File: src/sv/assert_macros.svh
// ---------------------------------------------------------------------------
// Assertion macros used by ray_convex_polyhedron_intersect_unit
// ---------------------------------------------------------------------------
`ifndef ASSERT_MACROS_SVH
`define ASSERT_MACROS_SVH

// Property that must hold at every edge outside reset.
`define ASSERT_ALWAYS(label, clk, rst_n, prop, msg) \
    label: assert property (@(posedge clk) disable iff (!rst_n) (prop)) else $error(msg);

// Implication whose consequent is checked at the next edge.
`define ASSERT_NEXT(label, clk, rst_n, ante, cons, msg) \
    label: assert property (@(posedge clk) disable iff (!rst_n) (ante) |=> (cons)) \
        else $error(msg);

`endif

File: src/sv/rcpi_divider.sv
// ---------------------------------------------------------------------------
// rcpi_divider
// Unsigned restoring divider, one quotient bit per cycle.
// ---------------------------------------------------------------------------
module rcpi_divider
(
    input  logic        clk,
    input  logic        rst_n,
    input  logic        start,
    input  logic [63:0] dividend,
    input  logic [63:0] divisor,
    output logic        done,
    output logic [63:0] quotient,
    output logic [63:0] remainder
);

    logic [63:0] q_reg, q_next;
    logic [63:0] r_reg, r_next;
    logic [63:0] d_reg, d_next;
    logic [6:0]  cnt_reg, cnt_next;
    logic        busy_reg, busy_next;
    logic [64:0] trial;

    // Start loads the operands; then one shift-subtract step per cycle while busy.
    always_comb
    begin
        q_next    = q_reg;
        r_next    = r_reg;
        d_next    = d_reg;
        cnt_next  = cnt_reg;
        busy_next = busy_reg;
        trial     = {r_reg, q_reg[63]};
        if (start)
        begin
            q_next    = dividend;
            r_next    = '0;
            d_next    = divisor;
            cnt_next  = 7'd64;
            busy_next = 1'b1;
        end
        else if (busy_reg)
        begin
            if (trial >= {1'b0, d_reg})
            begin
                r_next = 64'(trial - {1'b0, d_reg});
                q_next = {q_reg[62:0], 1'b1};
            end
            else
            begin
                r_next = trial[63:0];
                q_next = {q_reg[62:0], 1'b0};
            end
            cnt_next = cnt_reg - 7'd1;
            if (cnt_reg == 7'd1)
                busy_next = 1'b0;
        end
    end

    always_ff @(posedge clk or negedge rst_n)
    begin
        if (!rst_n)
        begin
            busy_reg <= 1'b0;
            cnt_reg  <= '0;
        end
        else
        begin
            busy_reg <= busy_next;
            cnt_reg  <= cnt_next;
        end
    end

    always_ff @(posedge clk)
    begin
        q_reg <= q_next;
        r_reg <= r_next;
        d_reg <= d_next;
    end

    // The result is valid whenever no division is running.
    assign done      = !busy_reg;
    assign quotient  = q_reg;
    assign remainder = r_reg;

endmodule

File: config.mk
export PLATFORM = sky130hd
export DESIGN_NAME = rcpi_divider
export DESIGN_NICKNAME = d
export VERILOG_FILES = /design/src/sv/assert_macros.svh /design/src/sv/rcpi_divider.sv
export SDC_FILE = /design/constraint.sdc
export NUM_CORES = 1
export LEC_CHECK = 0
export BUFFER_PORTS_ARGS = -buffer_cell sky130_fd_sc_hd__clkbuf_2
export CAP_MARGIN = 20
export CORE_MARGIN = 4
export CORE_UTILIZATION = 56
export DETAILED_ROUTE_END_ITERATION = 16
export PLACE_DENSITY = 0.83
export SYNTH_ARGS = -nofsm -noshare
export SYNTH_HDL_FRONTEND = slang
export SYNTH_SLANG_ARGS = --single-unit
export TNS_END_PERCENT = 20
File: constraint.sdc
create_clock -name clk -period 3.9 [get_ports clk]
set_input_delay 0 -clock clk [delete_from_list [all_inputs] [get_ports clk]]
set_output_delay 0 -clock clk [all_outputs]
set_load 0.01 [all_outputs]
==> results.txt <==
Post-synth EDFFs: 128
NumNets Final: 1784
Post-synth top flop: edfxtp_1
Crit path max-delay family: compound AO/OA/AOI/OAI gates
status: completed
MaxCap Viol Count: 0
Clock Latency Late Sink: 0.45 ns
vias per inst: 5.85
total gr overflow: 0
r2r setup slk: 0.26 ns
WS Path Type: flop to flop
# rows: 53
Synth area leaders: edfxtp_1, dfxtp_1, ha_1
Yosys reg bits: 200
synthesized cell area: 12000 um2
Net Count, Synth: 1435
Placed Area: 13500 um2
Die Wd: 155 um
worst hold slack: 0.0503 ns
Synth area leader: edfxtp_1
Critical Path Max Stage Delay: 0.44 ns
Clock transition at path regs: 0.08 ns
Seq/Total Area, Yosys: 44.2%
Worst Hold End: cnt_reg[0]
Syn Inst Count: 1237
Total GRT Usage: 29.0%
Startpoint Class: flop
Chip Height: 155 um
Clock Skew: 0.0144 ns
final WL: 35500 um
Post-DP HPWL: 24900 um
fin area: 15400 um2
Residual DRC: 0
Final Power: 9.38 mW
Worst Hold Class: input port to flop
Critical Path AT: 4.00 ns
final setup margin: 0.259 ns
CTS Sinks: 200
CP Depth: 14
most common library cells after synthesis: edfxtp_1, a21oi_1, nor2_1
Crit Path Max Fanout: 4
Worst Hold Depth: 2
DRT Pass-1 Iters: 5
Slew Viols, Final: 0
critical path required time: 4.26 ns
largest net degree at the start of global routing: 104
area delta synth->final: 28.0%
R2R cell count: 14
Final TNS setup: 0 ns
IO buf count: 259
drt wl/cell: 19.0 um
number of antenna violations at the first check in global routing: 0
Pleak: 6.79 nW
Max VDD drop: 0.000369 V
PwrDens: 609 nW/um2
share of cells above drive strength 1: 24.8%
# IOs: 260
crit path buf inv count: 2
min-delay src: start
area of the die: 23900 um2
CTS Buf Count: 17
pre-CTS WS: 0.302 ns
Final ANT Viol Nets: 0
Vias: 11000
RSZ-0062 raised after global routing: no
Diodes inserted: 0
DR iter-0 viols: 846
first-pass GRT wire length: 55900 um
cell repeated most along the worst path: inv_1
FF-to-FF End: remainder[58]
fin crit period: 3.64 ns
synth warn: 0
Root Driver: clkbuf_16
Placer Congestion: 0.925
Fin. Hold Viols: 0
number of global-route vias before repair: 10600
Worst-Margin Slew: 0.808 ns
count leader, synth: edfxtp_1
maximum buffer depth of the clock tree: 2
clock tree from TritonCTS: done
CP endpoint kind: flop
H-tree lvl count: 4
Yosys cell types: 84
Slew Limit Headroom: 46.0%
core area: 21100 um2
area share of the largest cell type after synthesis: 31.9%
initial core utilization: 57.1%
final setup fails: 0
f_max: 275 MHz
worst r2r src: quotient[63]
CP Cell Sequence: inv_1, ha_1, inv_1, fa_1, a21o_1, a311o_1, a21oi_1, a21oi_2, a211oi_2, a211oi_4, a31o_4, nand3_2, mux2_4, o31ai_4
Mean Syn Cell Area: 9.74 um2
Final Cycle Share: 93.4%
CP max stage cell: a211oi_2
share of flip-flops with an asynchronous set or reset: 4.00%
stage by stage:
stage	util, %	cells
after floorplan	-	1237
final	73.1	1874
after global routing	73.1	1874
after detailed placement	63.9	1712
after CTS	73.1	1874
after global placement	63.9	1712
worst max-delay path by stage:
stage                 startpoint             to  slack (ns)
finish              quotient[63]  remainder[58]        0.26
global route            d_reg[4]  remainder[49]        0.06
CTS                 quotient[63]  remainder[58]        0.28
detailed placement  quotient[63]  remainder[58]        0.30
global placement    quotient[63]  remainder[58]        0.41
floorplan           quotient[63]  remainder[58]        0.59
power by group:
part	switching, mW	leakage, nW	internal [mW]
clock	0.968	0.305	0.898
combinational	2.64	4.56	1.80
sequential	0.385	1.92	2.70
total	3.99	6.79	5.39
layout make-up:
| class | count | area [um2] |
|---|---|---|
| repair buffers | 402 | 2740 |
| inverters | 91 | 342 |
| multi-input cells | 874 | 6030 |
| well taps | 275 | 344 |
| clock buffers | 17 | 425 |
| clock inverters | 15 | 203 |
| flip-flops and latches | 200 | 5330 |
| fillers | 1508 | 5670 |
routing by layer:
metal	routed length (um)	GRT usage, %	vias up
met1	14700	37.8	5159
met2	16900	48.9	522
met5	0	0	-
met3	2820	5.74	72
met4	1070	9.04	0
li1	-	-	5204
worst reg2reg max path, delay by kind of cell, from the launching register on:
family | cells | cell delay (ns)
compound gates | 8 | 2.09
flops | 1 | 0.41
fa+ha+maj | 2 | 0.55
mux | 1 | 0.31
simple gates | 1 | 0.09
buf+inv | 2 | 0.13
logic make-up after synthesis:
logic type | synth area share (%)
xor gates and xnor gates | 4.44
muxes | 7.11
DFF | 44.2
adders and majority gates | 7.02
AOI/OAI and AO/OA | 18.9
and+or+nand+nor | 12.6
buffers and inverters | 5.70
cell usage in the layout (no fill, tap or decap), types with 5 or more instances in the layout:
cell type,n
a31oi_1,11
edfxtp_1,128
nand2b_1,6
mux2i_1,12
and3_1,7
o21bai_1,15
a22oi_1,11
xor2_1,30
nand2_1,92
dlygate4sd3_1,130
nand3_1,14
or3_1,5
dfrtp_1,7
o21ai_0,71
a211oi_1,31
a21o_1,28
and2_1,7
inv_1,90
nor2b_1,5
inv_12,5
ha_1,66
dfxtp_1,64
clkbuf_16,17
mux2_2,64
xnor2_1,31
nor3_1,22
a21oi_1,122
buf_4,10
nor2_1,103
nand4_1,29
clkbuf_2,258
a311oi_1,8
timing repair:
item                                   CTS  global route
hold buffers                           130             0
gates resized for setup                  0             0
setup buffers                            0             0
endpoints found under the hold margin  136             0
(Power assumes the default switching activity.)
